===== config.mk =====
export PLATFORM = sky130hd
export DESIGN_NAME = ead_log_eval
export DESIGN_NICKNAME = d
export VERILOG_FILES = /design/src/design/exponential_atmosphere_density_top_macros.svh /design/src/design/ead_pkg.sv /design/src/design/ead_log_eval.sv
export SDC_FILE = /design/constraint.sdc
export NUM_CORES = 1
export LEC_CHECK = 0
export ABC_CLOCK_PERIOD_IN_PS = 9800
export BUFFER_PORTS_ARGS = -buffer_cell sky130_fd_sc_hd__buf_2
export CAP_MARGIN = 10
export CORE_MARGIN = 3
export CORE_UTILIZATION = 65
export DETAILED_ROUTE_END_ITERATION = 8
export PLACE_DENSITY = 0.84
export SLEW_MARGIN = 20
export SYNTH_ARGS = -nofsm -noshare
export SYNTH_HDL_FRONTEND = slang
export SYNTH_SLANG_ARGS = --single-unit

===== constraint.sdc =====
create_clock -name i_clk -period 9.8 [get_ports i_clk]
set_clock_uncertainty 0.15 [all_clocks]
set_input_delay 1.96 -clock i_clk [delete_from_list [all_inputs] [get_ports i_clk]]
set_output_delay 1.96 -clock i_clk [all_outputs]
set_load 0.01 [all_outputs]

===== src/design/exponential_atmosphere_density_top_macros.svh =====
// Assertion macros for the exponential atmosphere density block.
// Needs i_clk and i_rst_n in the scope of each use.
`ifndef EXPONENTIAL_ATMOSPHERE_DENSITY_TOP_MACROS_SVH
`define EXPONENTIAL_ATMOSPHERE_DENSITY_TOP_MACROS_SVH

// same-cycle implication
`define EAD_ASSERT_IMPL(label, ante, cons, msg) \
    label: assert property (@(posedge i_clk) disable iff (!i_rst_n) (ante) |-> (cons)) \
        else $error(msg);

// next-cycle implication
`define EAD_ASSERT_NEXT(label, ante, cons, msg) \
    label: assert property (@(posedge i_clk) disable iff (!i_rst_n) (ante) |=> (cons)) \
        else $error(msg);

`endif


===== src/design/ead_pkg.sv =====
// Shared widths, band constants, pipeline control type and the 2^x table builder.
// No dependencies.
package ead_pkg;

    localparam int H_W        = 22;
    localparam int D_W        = H_W + 1;
    localparam int K_W        = 21;
    localparam int L_W        = 23;
    localparam int P_W        = D_W + K_W + 1;
    localparam int Y_W        = P_W;
    localparam int F_W        = 32;
    localparam int E_W        = Y_W - F_W;
    localparam int X_W        = E_W + 1;
    localparam int M_W        = 31;
    localparam int OUT_W      = 32;
    localparam int NUM_BANDS  = 27;
    localparam int BAND_W     = 5;
    localparam int ROOT_COUNT = 12;
    localparam int LOG_SHIFT  = 16;
    localparam int EXP_BIAS   = 127;
    localparam int EXP_MAX    = 255;

    localparam logic [31:0] LN2_Q32        = 32'd2977044472;
    localparam logic [31:0] FLOAT_MAX_BITS = 32'h7F7F_FFFF;
    localparam logic [63:0] Q30_ONE        = 64'd1073741824;
    localparam logic [63:0] Q30_HALF       = 64'd536870912;

    localparam logic signed [H_W-1:0] BAND_HEIGHT [NUM_BANDS+1] = '{
        22'sd0,      22'sd25000,  22'sd30000,  22'sd40000,  22'sd50000,  22'sd60000,
        22'sd70000,  22'sd80000,  22'sd90000,  22'sd100000, 22'sd110000, 22'sd120000,
        22'sd130000, 22'sd140000, 22'sd150000, 22'sd180000, 22'sd200000, 22'sd250000,
        22'sd300000, 22'sd350000, 22'sd400000, 22'sd450000, 22'sd500000, 22'sd600000,
        22'sd700000, 22'sd800000, 22'sd900000, 22'sd1000000
    };

    localparam logic signed [L_W-1:0] BAND_LOG_RHO [NUM_BANDS] = '{
        23'sd19188,    -23'sd306758,  -23'sd381213,  -23'sd522710,  -23'sd647876,
        -23'sd760672,  -23'sd883233,  -23'sd1027595, -23'sd1190640, -23'sd1366316,
        -23'sd1527202, -23'sd1657388, -23'sd1757191, -23'sd1832018, -23'sd1890564,
        -23'sd2016498, -23'sd2080082, -23'sd2207490, -23'sd2311284, -23'sd2399435,
        -23'sd2488133, -23'sd2568923, -23'sd2646640, -23'sd2794785, -23'sd2926405,
        -23'sd3033038, -23'sd3108895
    };

    localparam logic [K_W-1:0] BAND_RATE [NUM_BANDS] = '{
        21'd854784,  21'd975953,  21'd927316,  21'd820271,  21'd739242,  21'd803257,
        21'd946149,  21'd1068517, 21'd1151306, 21'd1054335, 21'd853136,  21'd654104,
        21'd490371,  21'd383697,  21'd275111,  21'd208350,  21'd166994,  21'd136045,
        21'd115543,  21'd116258,  21'd105893,  21'd101866,  21'd97088,   21'd86258,
        21'd69883,   21'd49714,   21'd34224
    };

    localparam logic [31:0] ROOT_Q30 [ROOT_COUNT] = '{
        32'd1518500250, 32'd1276901417, 32'd1170923762, 32'd1121280436,
        32'd1097253708, 32'd1085434106, 32'd1079572136, 32'd1076653033,
        32'd1075196443, 32'd1074468888, 32'd1074105294, 32'd1073923544
    };

    typedef struct packed {
        logic valid;
        logic above;
    } t_ctl;

    // 2^(idx / 2^bits) in Q30, one rounded root product per set index bit
    function automatic logic [M_W-1:0] pow2_entry(input int idx, input int bits);
        logic [63:0] m;
        m = Q30_ONE;
        for (int k = 0; k < bits && k < ROOT_COUNT; k++) begin
            if (((idx >> (bits - 1 - k)) & 1) != 0) begin
                m = (m * {32'd0, ROOT_Q30[k]} + Q30_HALF) >> 30;
            end
        end
        return m[M_W-1:0];
    endfunction

endpackage


===== src/design/ead_log_eval.sv =====
// Log2 of density: multiply offset by band rate, subtract from log2(rho0), split.
// Depends on ead_pkg.
module ead_log_eval (
    input  logic                           i_clk,
    input  logic                           i_rst_n,
    input  ead_pkg::t_ctl                  i_ctl,
    input  logic signed [ead_pkg::D_W-1:0] i_d,
    input  logic [ead_pkg::K_W-1:0]        i_rate,
    input  logic signed [ead_pkg::L_W-1:0] i_log_rho,
    output ead_pkg::t_ctl                  o_ctl,
    output logic signed [ead_pkg::E_W-1:0] o_e,
    output logic [ead_pkg::F_W-1:0]        o_frac
);
    import ead_pkg::*;

    t_ctl                  r_ctl1, r_ctl2;
    logic signed [P_W-1:0] r_p, n_p;
    logic signed [L_W-1:0] r_log_rho;
    logic signed [Y_W-1:0] w_lsh, w_y;
    logic signed [E_W-1:0] r_e;
    logic [F_W-1:0]        r_frac;

    assign n_p   = i_d * $signed({1'b0, i_rate});
    assign w_lsh = {{(Y_W - L_W - LOG_SHIFT){r_log_rho[L_W-1]}}, r_log_rho, LOG_SHIFT'(0)};
    assign w_y   = w_lsh - r_p;

    always_ff @(posedge i_clk) begin
        if (!i_rst_n) begin
            r_ctl1 <= '0;
            r_ctl2 <= '0;
        end else begin
            r_ctl1 <= i_ctl;
            r_ctl2 <= r_ctl1;
        end
    end

    always_ff @(posedge i_clk) begin
        r_p       <= n_p;
        r_log_rho <= i_log_rho;
        r_e       <= w_y[Y_W-1:F_W];
        r_frac    <= w_y[F_W-1:0];
    end

    assign o_ctl  = r_ctl2;
    assign o_e    = r_e;
    assign o_frac = r_frac;

endmodule


Word-level counts from Yosys, hierarchy flattened
Index checks and enable logic that the tools add are counted.
W data, S select, Z words.
{ "classes": {"addsub": 1, "multipliers": 1} }
{ "op_table": {"columns": ["cell", "count"], "rows": [
  ["$mul A23 B22 Y45", 1],
  ["$sub A39 B45 Y45", 1]
]} }
{ "word_totals": {"out_inout_bits": 47, "regBits": 117} }

Longest topological paths before layout
{ "logic_depth": {"ltp_word": 1, "depth_mapped": 26, "mapped_depth_nobuf": 25} }

Worst setup path after synthesis
Ideal clock, no wire load.
{ "synth_timing": {"kind": "input port to flip-flop", "start": "input i_d[22] in the netlist's numbering", "end": "register r_p[44]", "path_slack_ps": 1499, "cell_stages": 23, "setup_ps": 117, "path_buffers": 1, "t_arrival_ps": 8035, "path_cell_list": "clkbuf_1 > and2_1 > inv_1 > fa_1 > inv_1 > fa_1 > inv_1 > fa_1 > inv_1 > fa_1 > inv_1 > fa_1 > fa_1 > fa_1 > inv_1 > ha_1 > a21oi_1 > o21ai_0 > a31o_2 > a31oi_1 > o21ai_1 > a211o_1 > a22o_1"} }
{ "synth_between": {"elab_chain_cells": 1} }
{ "synth_lines": {"columns": ["item", "line_no", "source"], "rows": [
  ["from (decl)", "ead_log_eval.sv:7", "input logic signed [ead_pkg::D_W-1:0] i_d,"],
  ["$mul A23 B22 Y45", "ead_log_eval.sv:23", "assign n_p = i_d * $signed({1'b0, i_rate});"],
  ["via n_p[44]", "ead_log_eval.sv:17", "logic signed [P_W-1:0] r_p, n_p;"],
  ["to (signal assigned)", "ead_log_eval.sv:38", "r_p <= n_p;"],
  ["to (decl)", "ead_log_eval.sv:17", null]
]} }
The timed path passes the listed nets, and every way through them passes these cells.
A chain may end at the register's enable or synchronous reset.

Worst setup path in the final report
{ "layout_timing": {"start": "input i_rate[2] in the netlist's numbering", "end": "register r_p[42]"} }
{ "layout_between": {"elab_chain_cells": 1} }
{ "layout_lines": {"columns": ["item", "line_no", "source"], "rows": [
  ["from (decl)", "ead_log_eval.sv:8", "input logic [ead_pkg::K_W-1:0] i_rate,"],
  ["$mul A23 B22 Y45", "ead_log_eval.sv:23", null],
  ["via n_p[42]", "ead_log_eval.sv:17", null]
]} }
The timed path passes the listed nets, and every way through them passes these cells.

==> results.tsv <==
metric	value	unit
grt-ovfl-total	0	
finalCritPeriodShare	88.8	%
num_io_pins	118	
num_antenna_cells	0	
synth_common_cells	fa_1, inv_1, nand2_1, and2_1, ha_1	
cp-end-kind	flop	
slew_headroom	49.0	%
row_count	66	
drc	0	
synth_edf_count	0	
avgSynthCellArea	9.60	µm²
synth_area	0.0216	mm²
hold_path.class	flop to flop	
grt_pass1_vias	18102	
fin_crit	8.71	ns
pre_cts_ws	0.769	ns
cp_common_cell	fa_1	
yosys_most_used_dff	dfxtp_1	
async_reset_ff_share	0	%
met1_usage	35.9	%
vias	15879	
post-dp-hpwl	42400	µm
chipWidth	188	µm
slowest_delay	0.64	ns
ys_warn_count	0	
path_clk_slew	0.05	ns
viasPerCell	5.75	
hold_depth	0	
routabilityCongestion	0.918	
holdPathEnd	o_frac[0]$_DFF_P_	
io_buffers	117	
grt_max_degree	24	
synth-seq-area-share	10.8	%
first_iter_violations	1073	
hold_buffers	0	
cts_max_level	4	
setup_slack	1.09	ns
reg2reg_slack	6.57	ns
clock_path_buffers	2	
synth-seq-cells	117	
ys_top_cells_by_area	fa_1, dfxtp_1, ha_1, inv_1, and2_1	
track_usage	31.8	%
cts_buffers	17	
worstPathArrival	8.89	ns
path_max_fanout	23	
rr_endpoint	o_e[12]$_DFF_P_	
grt_pass1_wl	88800	µm
dp.cells	2731	
drv_slew	0	
synth_nets	2974	
cts-resized-gates	0	
synth.distinct_cells	57	
syn_to_final_growth	6.73	%
cp-start-kind	input pin	
timing.rr.start	r_p[17]$_DFF_P_	
busiest_layer	met2	
global_route.usage.met3	4.50	%
chipHeight	188	µm
crit_required	9.98	ns
synth.top_cell.area_share	46.0	%
dr.pass1.iters	6	
numClockSinks	117	
grt_use_met2	58.5	%
dieArea	0.0355	mm²
cts_tree	yes	
tightest_slew	0.759	ns
cts_root_buf	clkbuf_16	
initial_core_util	66.2	%
clk_latency	0.41	ns
finalSetupViolations	0	
reg2reg_depth	11	
routed_wl	53200	µm
path_class	input pin to flop	
antenna_left	0	
synth_area_leader_cell	fa_1	
fin_cells	2763	
hold_start	r_p[0]$_DFF_P_	
slowest_stage	nor4_1	
synth.most_common_cell	fa_1	
fmax	0.115	GHz
cts_setup_buffers	0	
routedWlPerCell	19.3	µm
antenna_found_initial	0	
drive_gt1_share	7.50	%
status	completed	
final.setup.tns	0	ns
max_cap_violations	0	
synth_cells	2256	
core_region_area	0.0327	mm²
hold_viol	0	
rsz0062_at_grt	no	
nets	3026	
path_cells	buf_2 > nand2_1 > fa_1 > fa_1 > fa_1 > inv_1 > fa_1 > inv_1 > fa_1 > inv_1 > fa_1 > fa_1 > ha_1 > and4_1 > nor2b_1 > nor4_1 > o21ai_1 > a31oi_1 > o21ai_1 > a211oi_1 > xnor2_1	
==> final cells by class <==
cell class                      count  area, µm²
Clock buffer                       17        425
Clock inverter                     15        183
Fill cell                        2389       9600
Inverter                          459       1720
Multi-Input combinational cell   1589      17200
Sequential cell                   117       2340
Tap cell                          442        553
Timing Repair Buffer              124        638
==> cells in the final DEF, fill, tap and decap left out, types with 7 or more instances in the layout <==
cell type	n
fa_1	497
inv_1	459
nand2_1	266
and2_1	261
ha_1	150
buf_2	117
dfxtp_1	117
xnor2_1	65
a21oi_1	63
nor2_1	44
o21ai_0	28
a21o_1	22
xor2_1	19
clkbuf_16	17
nand3_1	14
nor3_1	13
nor2b_1	12
o21bai_1	11
a31oi_1	11
a211oi_1	9
o21a_1	9
nand2b_1	8
a31o_2	8
and3_1	7
buf_4	7
==> sequential cells by signal (all words and copies together), names as in the netlist <==
| register | count |
|---|---|
| r_ctl1 | 2 |
| r_p | 45 |
| o_frac | 32 |
| o_e | 13 |
| o_ctl | 2 |
| r_log_rho | 23 |
==> worst max path at each step <==
stage / startpoint / end / slack, ns / cells after the start
global route: i_d[9] / r_p[42]$_DFF_P_ / 0.74 / 22
global placement: i_rate[2] / r_p[44]$_DFF_P_ / 0.85 / 21
detailed placement: i_d[9] / r_p[42]$_DFF_P_ / 0.77 / 22
CTS: i_d[9] / r_p[42]$_DFF_P_ / 1.18 / 22
floorplan: i_d[22] / r_p[44]$_DFF_P_ / 1.50 / 23
finish: i_rate[2] / r_p[42]$_DFF_P_ / 1.09 / 21
==> through the flow <==
step           util (%)  area (µm²)  hold WS, ns
3_5_place_dp       68.8       22500        0.270
3_3_place_gp       68.8       22500        0.265
5_1_grt            70.7       23100        0.308
6_report           70.7       23100        0.280
2_1_floorplan         -       21600        0.246
4_1_cts            70.7       23100        0.284
==> kinds of logic (layout without fill, tap and decap cells) <==
family	count (synthesis)	after routing	synth area share [%]
multiplexers	1	1	0.0462
buffers and inverters	550	615	9.54
flip-flops	117	117	10.8
adder cells (fa/ha/maj)	647	647	54.6
XOR/XNOR	84	84	3.40
AND/OR/NAND/NOR	659	659	15.6
AO/OA/AOI/OAI	198	198	5.98
==> per-layer routing <==
metal,vias up,part of all wire (%)
li1,6863,-
met1,8071,34
met4,0,6.0
met2,727,53
met3,218,6.5
met5,-,0
==> critical path, delay by kind of cell <==
family | cells | cell delay, ns
XOR/XNOR | 1 | 0.16
AND/OR/NAND/NOR | 4 | 1.19
buffers and inverters | 4 | 0.54
AO/OA/AOI/OAI | 4 | 1.16
adder cells (fa/ha/maj) | 8 | 3.83
Power is not shown: default switching activity piles up to over one toggle a cycle in this logic, so the estimate is an artifact.
