--- src/design/exponential_atmosphere_density_top_macros.svh ---
// Assertion macros for the exponential atmosphere density block.
// Needs i_clk and i_rst_n in the scope of each use.
`ifndef EXPONENTIAL_ATMOSPHERE_DENSITY_TOP_MACROS_SVH
`define EXPONENTIAL_ATMOSPHERE_DENSITY_TOP_MACROS_SVH

// same-cycle implication
`define EAD_ASSERT_IMPL(label, ante, cons, msg) \
    label: assert property (@(posedge i_clk) disable iff (!i_rst_n) (ante) |-> (cons)) \
        else $error(msg);

// next-cycle implication
`define EAD_ASSERT_NEXT(label, ante, cons, msg) \
    label: assert property (@(posedge i_clk) disable iff (!i_rst_n) (ante) |=> (cons)) \
        else $error(msg);

`endif

--- src/design/ead_pkg.sv ---
// Shared widths, band constants, pipeline control type and the 2^x table builder.
// No dependencies.
package ead_pkg;

    localparam int H_W        = 22;
    localparam int D_W        = H_W + 1;
    localparam int K_W        = 21;
    localparam int L_W        = 23;
    localparam int P_W        = D_W + K_W + 1;
    localparam int Y_W        = P_W;
    localparam int F_W        = 32;
    localparam int E_W        = Y_W - F_W;
    localparam int X_W        = E_W + 1;
    localparam int M_W        = 31;
    localparam int OUT_W      = 32;
    localparam int NUM_BANDS  = 27;
    localparam int BAND_W     = 5;
    localparam int ROOT_COUNT = 12;
    localparam int LOG_SHIFT  = 16;
    localparam int EXP_BIAS   = 127;
    localparam int EXP_MAX    = 255;

    localparam logic [31:0] LN2_Q32        = 32'd2977044472;
    localparam logic [31:0] FLOAT_MAX_BITS = 32'h7F7F_FFFF;
    localparam logic [63:0] Q30_ONE        = 64'd1073741824;
    localparam logic [63:0] Q30_HALF       = 64'd536870912;

    localparam logic signed [H_W-1:0] BAND_HEIGHT [NUM_BANDS+1] = '{
        22'sd0,      22'sd25000,  22'sd30000,  22'sd40000,  22'sd50000,  22'sd60000,
        22'sd70000,  22'sd80000,  22'sd90000,  22'sd100000, 22'sd110000, 22'sd120000,
        22'sd130000, 22'sd140000, 22'sd150000, 22'sd180000, 22'sd200000, 22'sd250000,
        22'sd300000, 22'sd350000, 22'sd400000, 22'sd450000, 22'sd500000, 22'sd600000,
        22'sd700000, 22'sd800000, 22'sd900000, 22'sd1000000
    };

    localparam logic signed [L_W-1:0] BAND_LOG_RHO [NUM_BANDS] = '{
        23'sd19188,    -23'sd306758,  -23'sd381213,  -23'sd522710,  -23'sd647876,
        -23'sd760672,  -23'sd883233,  -23'sd1027595, -23'sd1190640, -23'sd1366316,
        -23'sd1527202, -23'sd1657388, -23'sd1757191, -23'sd1832018, -23'sd1890564,
        -23'sd2016498, -23'sd2080082, -23'sd2207490, -23'sd2311284, -23'sd2399435,
        -23'sd2488133, -23'sd2568923, -23'sd2646640, -23'sd2794785, -23'sd2926405,
        -23'sd3033038, -23'sd3108895
    };

    localparam logic [K_W-1:0] BAND_RATE [NUM_BANDS] = '{
        21'd854784,  21'd975953,  21'd927316,  21'd820271,  21'd739242,  21'd803257,
        21'd946149,  21'd1068517, 21'd1151306, 21'd1054335, 21'd853136,  21'd654104,
        21'd490371,  21'd383697,  21'd275111,  21'd208350,  21'd166994,  21'd136045,
        21'd115543,  21'd116258,  21'd105893,  21'd101866,  21'd97088,   21'd86258,
        21'd69883,   21'd49714,   21'd34224
    };

    localparam logic [31:0] ROOT_Q30 [ROOT_COUNT] = '{
        32'd1518500250, 32'd1276901417, 32'd1170923762, 32'd1121280436,
        32'd1097253708, 32'd1085434106, 32'd1079572136, 32'd1076653033,
        32'd1075196443, 32'd1074468888, 32'd1074105294, 32'd1073923544
    };

    typedef struct packed {
        logic valid;
        logic above;
    } t_ctl;

    // 2^(idx / 2^bits) in Q30, one rounded root product per set index bit
    function automatic logic [M_W-1:0] pow2_entry(input int idx, input int bits);
        logic [63:0] m;
        m = Q30_ONE;
        for (int k = 0; k < bits && k < ROOT_COUNT; k++) begin
            if (((idx >> (bits - 1 - k)) & 1) != 0) begin
                m = (m * {32'd0, ROOT_Q30[k]} + Q30_HALF) >> 30;
            end
        end
        return m[M_W-1:0];
    endfunction

endpackage

--- src/design/ead_band_sel.sv ---
// Band selection and offset from the band base height, two register stages.
// Depends on ead_pkg.
module ead_band_sel (
    input  logic                          i_clk,
    input  logic                          i_rst_n,
    input  logic                          i_valid,
    input  logic signed [ead_pkg::H_W-1:0] i_altitude_m,
    output ead_pkg::t_ctl                 o_ctl,
    output logic signed [ead_pkg::D_W-1:0] o_d,
    output logic [ead_pkg::K_W-1:0]       o_rate,
    output logic signed [ead_pkg::L_W-1:0] o_log_rho
);
    import ead_pkg::*;

    t_ctl                    r_ctl1, n_ctl1, r_ctl2;
    logic [BAND_W-1:0]       r_band, n_band;
    logic signed [H_W-1:0]   r_h;
    logic signed [D_W-1:0]   r_d, n_d;
    logic [K_W-1:0]          r_rate;
    logic signed [L_W-1:0]   r_log_rho;

    always_comb begin
        n_band       = BAND_W'(NUM_BANDS - 1);
        n_ctl1.valid = i_valid;
        n_ctl1.above = 1'b1;
        for (int i = NUM_BANDS - 1; i >= 0; i--) begin
            if (i_altitude_m < BAND_HEIGHT[i+1]) begin
                n_band       = BAND_W'(i);
                n_ctl1.above = 1'b0;
            end
        end
    end

    assign n_d = $signed({r_h[H_W-1], r_h})
               - $signed({BAND_HEIGHT[r_band][H_W-1], BAND_HEIGHT[r_band]});

    always_ff @(posedge i_clk) begin
        if (!i_rst_n) begin
            r_ctl1 <= '0;
            r_ctl2 <= '0;
        end else begin
            r_ctl1 <= n_ctl1;
            r_ctl2 <= r_ctl1;
        end
    end

    always_ff @(posedge i_clk) begin
        r_h       <= i_altitude_m;
        r_band    <= n_band;
        r_d       <= n_d;
        r_rate    <= BAND_RATE[r_band];
        r_log_rho <= BAND_LOG_RHO[r_band];
    end

    assign o_ctl     = r_ctl2;
    assign o_d       = r_d;
    assign o_rate    = r_rate;
    assign o_log_rho = r_log_rho;

endmodule

--- config.mk ---
export PLATFORM = sky130hd
export DESIGN_NAME = ead_band_sel
export DESIGN_NICKNAME = d
export VERILOG_FILES = /design/src/design/exponential_atmosphere_density_top_macros.svh /design/src/design/ead_pkg.sv /design/src/design/ead_band_sel.sv
export SDC_FILE = /design/constraint.sdc
export NUM_CORES = 1
export LEC_CHECK = 0
export ABC_AREA = 1
export BUFFER_PORTS_ARGS = -buffer_cell sky130_fd_sc_hd__buf_2
export CAP_MARGIN = 15
export CORE_UTILIZATION = 45
export DETAILED_ROUTE_END_ITERATION = 10
export PLACE_DENSITY = 0.77
export SETUP_SLACK_MARGIN = 0.1
export SLEW_MARGIN = 0
export SYNTH_ARGS = -nofsm -noshare
export SYNTH_HDL_FRONTEND = slang
export SYNTH_SLANG_ARGS = --single-unit
--- constraint.sdc ---
create_clock -name i_clk -period 8.6 [get_ports i_clk]
set_input_delay 0.43 -clock i_clk [delete_from_list [all_inputs] [get_ports i_clk]]
set_output_delay 0.43 -clock i_clk [all_outputs]
set_load 0.05 [all_outputs]
Word level (Yosys, flattened, before mapping)
Memory sizes are Yosys's and may differ from the RTL's. A register that Yosys moved wholly into a read port is not among the register bits.
Cells that the tools add are included.

storage, ports and cells
  flip-flop bits (word level) = 54
  latch bits = 0
  memory bits (writable) = 0
  bits in read-only memories = 2112
  input bits = 25
  output and inout bits = 69
  word-level logic and storage cells = 78
  memories kept = 3

operators by class
  add/sub/neg operators = 1
  $mul = 0
  divide/modulo/power cells = 0
  magnitude comparators = 28
  eq/ne operators = 0
  shift operators = 0
  multiplexer cells = 28
  bitwise gates (word level) = 2
  reductions and logical operators = 5

memories
  memory           depth  bits a word  read ports  clocked after memory_dff  wr ports  RTL line            source
  (no name shown)  32     23           1           1                         0         ead_band_sel.sv:52  r_log_rho <= BAND_LOG_RHO[r_band];
  (no name shown)  32     22           1           0                         0         ead_band_sel.sv:35  - $signed({BAND_HEIGHT[r_band][H_W-1], BAND_HEIGHT[r_band]});
  (no name shown)  32     21           1           1                         0         ead_band_sel.sv:51  r_rate <= BAND_RATE[r_band];

operator list
  cell                    count
  $lt A22 B18 Y1 const B  7
  $lt A22 B19 Y1 const B  5
  $lt A22 B20 Y1 const B  5
  $lt A22 B21 Y1 const B  5
  $lt A22 B17 Y1 const B  3
  $mux W5                 9
  $lt A22 B16 Y1 const B  2
  $mux W22                2
  $mux W4                 8
  $reduce_or A27 Y1       1
  $sub A22 B22 Y23        1
  $reduce_or A16 Y1       1
  $mux W3                 4
  $reduce_or A8 Y1        1
  $ge A6 B6 Y1 const B    1
  $mux W2                 3
  $not A5 Y6              1
  $reduce_or A4 Y1        1
  $mux W1                 2
  $reduce_or A2 Y1        1
  $not A1 Y1              1

Longest topological paths before layout
Gate-level depths: netlist of the first run.

  depth after elaboration = 26
  mapped depth = 31
  mapped depth without buffers = 30

Worst setup path before layout of the first run
Ideal clock, no wire load.

  kind = reg-to-reg
  from = reg r_band[1]
  to = reg r_d[21], in the netlist o_d[21]
  library setup time = 0.072 ns
  arrival time = 3.547 ns
  data required time = 8.528 ns
  path slack = 4.982 ns
  cell stages (with the launch flop) = 25
  buffers on the path = 1
  clock period less this slack = 3.618 ns
  cell sequence = dfxtp_1 > clkbuf_1 > inv_1 > ha_1 > nor2_1 > o41ai_1 > inv_1 > ha_1 > nand3_1 > nand2_1 > a21oi_1 > o21ai_1 > nand2_1 > nand2_1 > nand2_1 > nand2_1 > a21oi_1 > o21bai_1 > a21boi_1 > o21ai_2 > a21oi_1 > o21bai_1 > nand2_1 > nand3_1 > xor2_1

between the ends
  longest elaborated chain between the ends = 5

RTL lines
  element                                      RTL line            source
  from (decl)                                  ead_band_sel.sv:16  logic [BAND_W-1:0] r_band, n_band;
  from (signal assigned)                       ead_band_sel.sv:49  r_band <= n_band;
  $not A5 Y6 (implied by the code)             ead_band_sel.sv:35
  $mem_v2 Z32 W22                              n/a
  $mux W22 (implied by the code) (2 in a row)  ead_band_sel.sv:35
  $sub A22 B22 Y23                             ead_band_sel.sv:35
  via n_d[21]                                  ead_band_sel.sv:18  logic signed [D_W-1:0] r_d, n_d;
  to (signal assigned)                         ead_band_sel.sv:50  r_d <= n_d;
  to (decl)                                    ead_band_sel.sv:18

The timed path passes the listed nets, and every way through them passes these cells. The select of a mux whose other input is x is not followed.
A chain may end at the register's enable or synchronous reset.

Worst setup path in the final report of the first run
  from = reg r_band[0]
  to = reg r_d[21], in the netlist o_d[21]

The elaborated chain is that of the path after synthesis.

==> flow_summary.json, run 1 <==
{
  "hpwl_mm": 13.7,
  "first_global_vias": 5583,
  "worstMarginPinSlew_ps": 897,
  "ir_worst_vdd_mv": 0.115,
  "status": "completed",
  "drc": 0,
  "tns_ps": 0,
  "synth.cell_area_um2": 5590,
  "holdWs_ps": 172,
  "syn_to_final_growth_pct": 15.5,
  "groute.usage.overall_pct": 28.5,
  "final_nets": 951,
  "diodes": 0,
  "syn-num-nets": 870,
  "slew_headroom_pct": 40.1,
  "worstSetupPathType": "register to register",
  "synth.most_common_cell": "nand2_1",
  "cp.arrival_ps": 4830,
  "cp_max_fo": 10,
  "maxCapViolCount": 0,
  "num_vias": 5955,
  "ant_nets": 0,
  "synth.avg_cell_area_um2": 6.86,
  "die_w_um": 113,
  "overflow": 0,
  "fin_worst_skew_ps": 8.22,
  "cp-start-kind": "register",
  "synth_common_cells": "nand2_1 (163), inv_1 (109), nor2_1 (99)",
  "ctsResizeCount": 0,
  "pin_count": 94,
  "cts_tree": "yes",
  "rsz0062_at_grt": "no",
  "synth_top_area_share_pct": 35.1,
  "maxSlewViolCount": 0,
  "numCtsBuffers": 9,
  "fin_util_pct": 53.5,
  "h-tree-depth": 3,
  "grt_pass1_wl_mm": 28.4,
  "seq_area_frac_synth_pct": 35.1,
  "antenna_found_initial": 0,
  "start_util_pct": 46.4,
  "synth-main-ff-cell": "dfxtp_1",
  "clk_pin_slew_ps": 70,
  "rows": 40,
  "wl_per_cell_um": 16.6,
  "portBuffers": 93,
  "crit_family": "compound AO/OA/AOI/OAI gates",
  "hold_violations": 0,
  "viasPerCell": 5.57,
  "clkSinkCount": 98,
  "slowest_delay_ps": 550,
  "hp-class": "input pin to register",
  "synth_largest_area_cell": "dfxtp_1",
  "synthTopCellsByArea": "dfxtp_1 (35%), nand2_1 (11%), inv_1 (7.3%), nor2_1 (6.6%), ha_1 (6.5%)",
  "power.leakage_nw": 3.20,
  "synth_edf_count": 0,
  "dieHeight_um": 113,
  "fin_crit_ps": 4560,
  "synth_cells": 815,
  "p_total_mw": 1.52,
  "place_inst": 1053,
  "critPathSlowestCell": "dfxtp_1",
  "ctsLongestPathBuffers": 2,
  "first_iter_violations": 476,
  "root_buffer": "clkbuf_16",
  "post-cts-setup-buffers": 0,
  "synth_cell_type_count": 50,
  "cp-end-kind": "register",
  "gp_congestion": 1.06,
  "path_common_cell": "nand2_1",
  "final_layout_size_suffix_gt1_share_pct": 14.4,
  "die-area_um2": 12900,
  "synthArstFlopShare_pct": 0,
  "crit_required_ps": 8870,
  "powerDensity_nw_per_um2": 235,
  "stdcell_count": 1069,
  "first_pass_iters": 5,
  "core_area_um2": 12100,
  "routed_wl_mm": 17.7,
  "ys_ff_latch": 98,
  "ys.warnings.count": 0,
  "grt_max_degree": 46,
  "finalCritPeriodShare_pct": 53.0,
  "setup_viol_count_final": 0,
  "timing.fmax_mhz": 219,
  "hold_buffers": 0,
  "worstPathBufferInverterCount": 2,
  "clk_latency_ps": 360
}
[metrics by stage]
step                      instance area, µm²  worst slack (ps)
after floorplan                         5590              4980
after global placement                  6180              4410
after detailed placement                6180              4220
after CTS                               6460              4120
after global routing                    6460              3620
final                                   6460              4040
[report_power, final]
group / internal, mW / switching [mW] / total [mW]
Clock: 0.200 / 0.175 / 0.375
Sequential: 0.527 / 0.0228 / 0.549
Combinational: 0.140 / 0.453 / 0.593
[worst paths after layout]
kind / from / to / slack, ps / depth (start not counted)
setup / recovery: r_band[0] / o_d[21] / 4040 / 25
hold / removal: i_altitude_m[2] / r_h[2] / 170 / 1
setup reg to reg: r_band[0] / o_d[21] / 4040 / 25
hold reg to reg: r_h[2] / o_d[2] / 330 / 0
[worst reg2reg max path, cell delays in order (launching register included)]
cell,delay [ps]
dfxtp_1,550
inv_1,200
ha_1,340
nor2_1,380
inv_1,200
a21oi_1,220
o21ai_0,100
nand2_1,120
fa_1,240
nand3_1,90
nand2_1,110
a21oi_1,80
o21ai_1,190
nand2_1,80
nand2_1,60
nand2_1,40
nand2_1,80
a21oi_1,100
o21bai_1,230
a21boi_1,150
o21ai_2,170
a21oi_1,90
o21bai_1,240
nand2_1,100
nand3_1,110
xor2_1,210
[cell families (layout without fill, tap and decap cells)]
group                    Yosys count  count (layout)  share of synthesized area, %
AND/OR/NAND/NOR                  337             337                          25.1
XOR/XNOR                          17              17                          2.66
flip-flops                        98              98                          35.1
adder cells (fa/ha/maj)           30              30                          6.85
AO/OA/AOI/OAI                    195             195                          20.7
buffers and inverters            138             224                          9.58
[layout by cell type, fill, tap and decap left out, types with 2 or more instances in the layout]
cell type	instances
o21ai_1	3
o21ai_0	67
ha_1	29
o22ai_1	9
nand3_1	38
clkinv_4	3
o32ai_1	4
xor2_1	14
buf_4	4
o41ai_1	2
a31oi_1	9
buf_2	93
a21oi_2	3
o211ai_1	6
nor2_2	4
nand2_2	3
nand4_1	4
inv_1	109
a32oi_1	5
a21boi_0	2
xnor2_1	3
a211oi_1	3
nand2_1	163
nor2_1	99
clkbuf_16	9
o31ai_1	6
o311ai_0	6
dfxtp_1	98
a21oi_1	57
nor2_4	3
o21bai_1	2
nor3_1	19
[sequential cells by signal (all words and copies together), names as in the netlist]
| register | count |
|---|---|
| r_band | 5 |
| r_ctl1 | 2 |
| o_log_rho | 23 |
| o_d | 23 |
| o_rate | 21 |
| r_h | 22 |
| o_ctl | 2 |
[metal layers]
layer	global-route usage (%)	share of wire, %	vias to the layer above
met5	0	0	-
met4	19.2	5.7	0
met3	5.05	8.9	73
met2	46.3	46	381
met1	34.6	39	2638
li1	-	-	2863
[final cells by class]
cell class / instances / area, µm²
well taps: 168 / 210
flip-flops and latches: 98 / 1960
clock inverters: 6 / 51.3
fillers: 1229 / 5600
inverters: 111 / 417
multi-input cells: 579 / 3090
clock buffers: 10 / 229
repair buffers: 97 / 495
Note: power is estimated with default switching activity, not from simulation.
==> inputs of run 2 (changes only) <==
Clock period 8.6 ns to 4.7 ns, I/O delays scaled along.
==> flow_summary.json, run 2 (synthesized netlist as in run 1, its figures left out) <==
{
  "wl_met3_mm": 1.49,
  "status": "completed",
  "routed_wl_mm": 18.1,
  "ant_nets": 0,
  "multi_input_area_um2": 3100,
  "crit_path_end": "o_d[20]",
  "nFillCells": 1172,
  "cp-startpoint": "r_band[1]",
  "first_global_vias": 5556,
  "seq_area_um2": 1960,
  "drc": 0,
  "setup_viol_count_final": 0,
  "gp_congestion": 1.03,
  "wl_per_cell_um": 16.7,
  "maxCapViolCount": 0,
  "ir_worst_vdd_mv": 0.270,
  "wl_met1_mm": 7.14,
  "fin_worst_skew_ps": 5.03,
  "reg2reg_depth": 20,
  "portBuffers": 93,
  "cp-end-kind": "register",
  "cp.arrival_ps": 4300,
  "r2r-start": "r_band[1]",
  "rsz0062_at_grt": "no",
  "final_nets": 964,
  "tns_ps": 0,
  "timing.fmax_mhz": 246,
  "overflow": 0,
  "cp_max_fo": 11,
  "cp-start-kind": "register",
  "viasPerCell": 5.54,
  "hp-class": "input pin to register",
  "rr_endpoint": "o_d[20]",
  "final_cell_mix": "nand2_1 (163), inv_1 (109), nor2_1 (98)",
  "pin_count": 94,
  "fin_util_pct": 54.6,
  "numCtsBuffers": 9,
  "clk_latency_ps": 350,
  "die_w_um": 113,
  "post-cts-setup-buffers": 0,
  "worstMarginPinSlew_ps": 801,
  "r2r_slack_ps": 640,
  "cts_tree": "yes",
  "maxSlewViolCount": 0,
  "die-area_um2": 12900,
  "rows": 40,
  "first_pass_iters": 6,
  "powerDensity_nw_per_um2": 430,
  "h-tree-depth": 3,
  "groute.usage.overall_pct": 28.9,
  "first_iter_violations": 564,
  "ctsLongestPathBuffers": 2,
  "diodes": 0,
  "clk_pin_slew_ps": 70,
  "layout_commonest_cell": "nand2_1",
  "power.leakage_nw": 3.26,
  "crit_required_ps": 4940,
  "dieHeight_um": 113,
  "slew_headroom_pct": 46.1,
  "syn_to_final_growth_pct": 17.8,
  "hold_violations": 0,
  "antenna_found_initial": 0,
  "hpwl_mm": 14.1,
  "num_vias": 5990,
  "fin_crit_ps": 4060,
  "clkSinkCount": 98,
  "root_buffer": "clkbuf_16",
  "grt_max_degree": 32,
  "p_total_mw": 2.83,
  "top_layer": "met4",
  "grt_pass1_wl_mm": 28.5,
  "core_area_um2": 12100,
  "worstSetupPathType": "register to register",
  "met2RoutedLength_mm": 8.31,
  "finalCritPeriodShare_pct": 86.3,
  "start_util_pct": 46.4,
  "final_layout_size_suffix_gt1_share_pct": 15.4
}
run 2: changes by cell type in the layout (fill, tap and decap cells not counted), moves of 2 or more:
cell,change
buf_4,+9
dfxtp_1,-2
dfxtp_2,+2
dlygate4sd3_1,+4
run 2: metrics by stage:
stage                     hold slack, ps  instances  setup WS [ps]  area [µm²]
after floorplan                      263        815           1080        5590
after global placement               311       1062            647        6250
after detailed placement             314       1062            540        6250
after CTS                           9.80       1082            509        6580
after global routing                18.1       1082            263        6590
final                               23.4       1082            642        6590
run 2: report_power, final:
group          total [mW]  leakage [nW]  switching [mW]  internal [mW]
clock network       0.722         0.140           0.306          0.416
registers            1.00         0.825          0.0387          0.964
logic                1.11          2.29           0.839          0.267
run 2: how the worst min path moves through the flow:
stage / start / end / cells past startpoint
final: i_altitude_m[4] / r_h[4] / 1
after global routing: i_altitude_m[4] / r_h[4] / 1
after CTS: i_altitude_m[4] / r_h[4] / 1
after detailed placement: r_h[2] / o_d[2] / 0
after global placement: r_h[2] / o_d[2] / 0
after floorplan: i_altitude_m[0] / r_h[0] / 0
run 2: metal layers:
| layer | vias to the layer above | GRT usage [%] |
|---|---|---|
| met2 | 377 | 46.3 |
| met3 | 83 | 5.10 |
| met1 | 2642 | 35.3 |
| met4 | 0 | 20.4 |
| met5 | - | 0 |
| li1 | 2888 | - |
run 2: area by class of cell:
type                            instances  share of cell area (%)
Clock inverter                          5                   0.969
Sequential cell                        98                    29.8
Clock buffer                           11                    3.53
Timing Repair Buffer                  110                    9.15
Tap cell                              168                    3.19
Inverter                              111                    6.32
Multi-Input combinational cell        579                    47.0
run 2: worst max-delay path, stage by stage (launching register included):
cell	delay [ps]
dfxtp_2	430
inv_1	160
ha_1	450
nor2_1	150
o41ai_1	340
inv_1	100
ha_1	340
a21oi_1	140
nand2_1	90
a21o_1	160
a21oi_1	220
o21ai_0	110
nand2_1	70
nand2_1	80
a21oi_1	290
inv_1	100
a21oi_1	210
o21ai_0	160
nand3_1	90
nand3_1	100
xor2_1	150
run 2: what timing repair did:
| item | in CTS | in global routing |
|---|---|---|
| setup endpoints to repair | 0 | 3 |
| hold buffers | 4 | 0 |
| hold endpoints to repair | 4 | 0 |
| gates resized for setup | 0 | 3 |
==> inputs of run 3 (changes only) <==
Settings changed: ABC_AREA 1 to default, RECOVER_POWER from default to 100.
==> flow_summary.json, run 3 <==
{
  "synth-main-ff-cell": "dfxtp_1",
  "die-area_um2": 13600,
  "wl_per_cell_um": 17.9,
  "seq_area_frac_synth_pct": 33.2,
  "synth_cells": 769,
  "diodes": 0,
  "start_util_pct": 46.5,
  "ir_worst_vdd_mv": 0.193,
  "h-tree-depth": 3,
  "critPathSlowestCell": "ha_1",
  "maxSlewViolCount": 0,
  "worstPathBufferInverterCount": 1,
  "fin_ws_ps": 319,
  "groute.usage.overall_pct": 26.8,
  "antenna_found_initial": 1,
  "combinationalPowerShare_pct": 40.7,
  "seqPwrFrac_pct": 34.8,
  "core_area_um2": 12700,
  "finalCritPeriodShare_pct": 93.2,
  "crit_required_ps": 4940,
  "first_pass_iters": 8,
  "grt_pass1_wl_mm": 28.1,
  "num_vias": 6108,
  "maxCapViolCount": 0,
  "place_inst": 983,
  "ys_ff_latch": 98,
  "rows": 41,
  "crit_family": "compound AO/OA/AOI/OAI gates",
  "portBuffers": 93,
  "clkSinkCount": 98,
  "finalInstanceArea_um2": 6630,
  "grt_max_degree": 101,
  "synth_adder_area_share_pct": 6.47,
  "critical_path.cell_chain": "inv_1, ha_1, nor2_1, o311ai_0, o21ai_0, ha_1, o2111a_1, nor2_1, a311oi_2, o41ai_4, or4b_1, o311a_1",
  "overflow": 0,
  "met1_usage_pct": 36.0,
  "synth.avg_cell_area_um2": 7.69,
  "synth_top_family_by_area": "compound AO/OA/AOI/OAI gates",
  "cp_max_fo": 13,
  "die_w_um": 117,
  "placed_area_um2": 6450,
  "ys.warnings.count": 0,
  "hp-class": "input pin to register",
  "worstMarginPinSlew_ps": 1020,
  "fin_worst_skew_ps": 5.03,
  "fin_util_pct": 52.1,
  "gp_congestion": 0.998,
  "ant_nets": 0,
  "drc": 0,
  "dieHeight_um": 117,
  "holdWs_ps": 87.9,
  "synth_xor_area_share_pct": 2.07,
  "tns_ps": 0,
  "first_iter_violations": 724,
  "busiest_layer": "met2",
  "clk_pin_slew_ps": 60,
  "fin_crit_ps": 4380,
  "p_sw_mw": 1.23,
  "grtUsageMet3_pct": 5.66,
  "power.leakage_nw": 2.52,
  "cp-end-kind": "register",
  "clk_latency_ps": 350,
  "switching_share_pct": 42.3,
  "viasPerCell": 6.10,
  "worstSetupPathType": "register to register",
  "pwr-share-clk_pct": 24.5,
  "routed_wl_mm": 17.9,
  "synth_top_area_share_pct": 33.2,
  "status": "completed",
  "rsz0062_at_grt": "no",
  "final_layout_size_suffix_gt1_share_pct": 5.30,
  "root_buffer": "clkbuf_16",
  "synthArstFlopShare_pct": 0,
  "syn-num-nets": 824,
  "hpwl_mm": 12.7,
  "nFillCells": 1320,
  "first_global_vias": 5365,
  "setup_viol_count_final": 0,
  "cp.arrival_ps": 4620,
  "slew_headroom_pct": 31.8,
  "cp-start-kind": "register",
  "ctsLongestPathBuffers": 2,
  "layout_commonest_cell": "clkbuf_1",
  "post-place-ws_ps": 463,
  "stdcell_count": 1002,
  "pin_count": 94,
  "timing.fmax_mhz": 228,
  "synth_edf_count": 0,
  "numCtsBuffers": 9,
  "gr-usage-met2_pct": 39.7,
  "synth.cell_area_um2": 5920,
  "synth_compound_gate_area_share_pct": 31.0,
  "synth_cell_type_count": 81,
  "synthMuxAreaShare_pct": 0.740,
  "powerDensity_nw_per_um2": 438,
  "slowest_delay_ps": 670,
  "synth_common_cells": "dfxtp_1 (98), nand2_1 (85), nor2_1 (74)",
  "final_nets": 881,
  "synthTopCellsByArea": "dfxtp_1 (33%), ha_1 (6.1%), o21ai_0 (5.6%), a21oi_1 (5.5%), nand2_1 (5.4%)",
  "final_cell_mix": "clkbuf_1 (96), dfxtp_1 (95), nand2_1 (85)",
  "synth.most_common_cell": "dfxtp_1",
  "synth-simple-area-share_pct": 21.2,
  "p_total_mw": 2.91,
  "cts_tree": "yes",
  "intPower_mw": 1.68,
  "synth_largest_area_cell": "dfxtp_1",
  "syn_to_final_growth_pct": 12.1,
  "hold_violations": 0,
  "post-cts-setup-buffers": 0
}
-- run 3: changes by cell type in the layout (fill, tap and decap cells not counted), sizes merged, moves of 10 or more --
cell    change
a31oi      +15
buf        -94
clkbuf     +95
inv        -95
nand2      -80
nand2b     +10
nand3      -21
nor2       -30
nor2b      +13
nor3       +12
o21a       +10
xor2       -11
-- run 3: area by class of cell --
class                           count  area (µm²)  area share [%]
Clock buffer                       13         250            3.77
Clock inverter                      2        37.5           0.566
Inverter                           17        63.8           0.962
Multi-Input combinational cell    591        3620            54.6
Sequential cell                    98        1970            29.6
Tap cell                          172         215            3.24
Timing Repair Buffer              109         482            7.26
-- run 3: what timing repair did --
item                                   4_1_cts  5_1_grt
endpoints found under the hold margin        4        0
gates resized for setup                      0        2
setup endpoints to repair                    0        2
hold buffers                                 4        0
-- run 3: power groups by stage --
stage          Combinational [mW]  Sequential (mW)  Clock [mW]
4_1_cts                      1.21             1.01       0.731
3_3_place_gp                 1.21             1.02           0
6_report                     1.18             1.01       0.712
2_1_floorplan               0.492             1.46           0
3_5_place_dp                 1.21             1.03           0
5_1_grt                      1.26             1.03       0.766
-- run 3: logic make-up (layout without fill, tap and decap cells) --
| family | Yosys count | in the layout |
|---|---|---|
| buffers and inverters | 80 | 141 |
| muxes | 3 | 3 |
| DFF | 98 | 98 |
| xor gates and xnor gates | 14 | 14 |
| AOI/OAI and AO/OA | 278 | 278 |
| adders and majority gates | 30 | 30 |
| and+or+nand+nor | 266 | 266 |
-- run 3: worst paths after layout --
| check | start | end | slack [ps] | depth (start not counted) |
|---|---|---|---|---|
| worst min register to register | r_h[1] | o_d[1] | 330 | 0 |
| worst min-delay path | i_valid | r_ctl1[1] | 90 | 2 |
| worst max-delay path | r_band[0] | o_d[20] | 320 | 12 |
| worst max register to register | r_band[0] | o_d[20] | 320 | 12 |
-- run 3: routing by layer --
metal / vias to the layer above / part of all wire, %
met2: 384 / 43
met4: 2 / 4.0
met1: 2751 / 42
met5: - / 0.072
met3: 59 / 10
li1: 2912 / -
-- run 3: worst reg2reg max path, stage by stage (launching register included) --
cell	delay (ps)
dfxtp_1	600
inv_1	280
ha_1	670
nor2_1	160
o311ai_0	320
o21ai_0	170
ha_1	360
o2111a_1	190
nor2_1	300
a311oi_2	230
o41ai_4	380
or4b_1	470
o311a_1	140
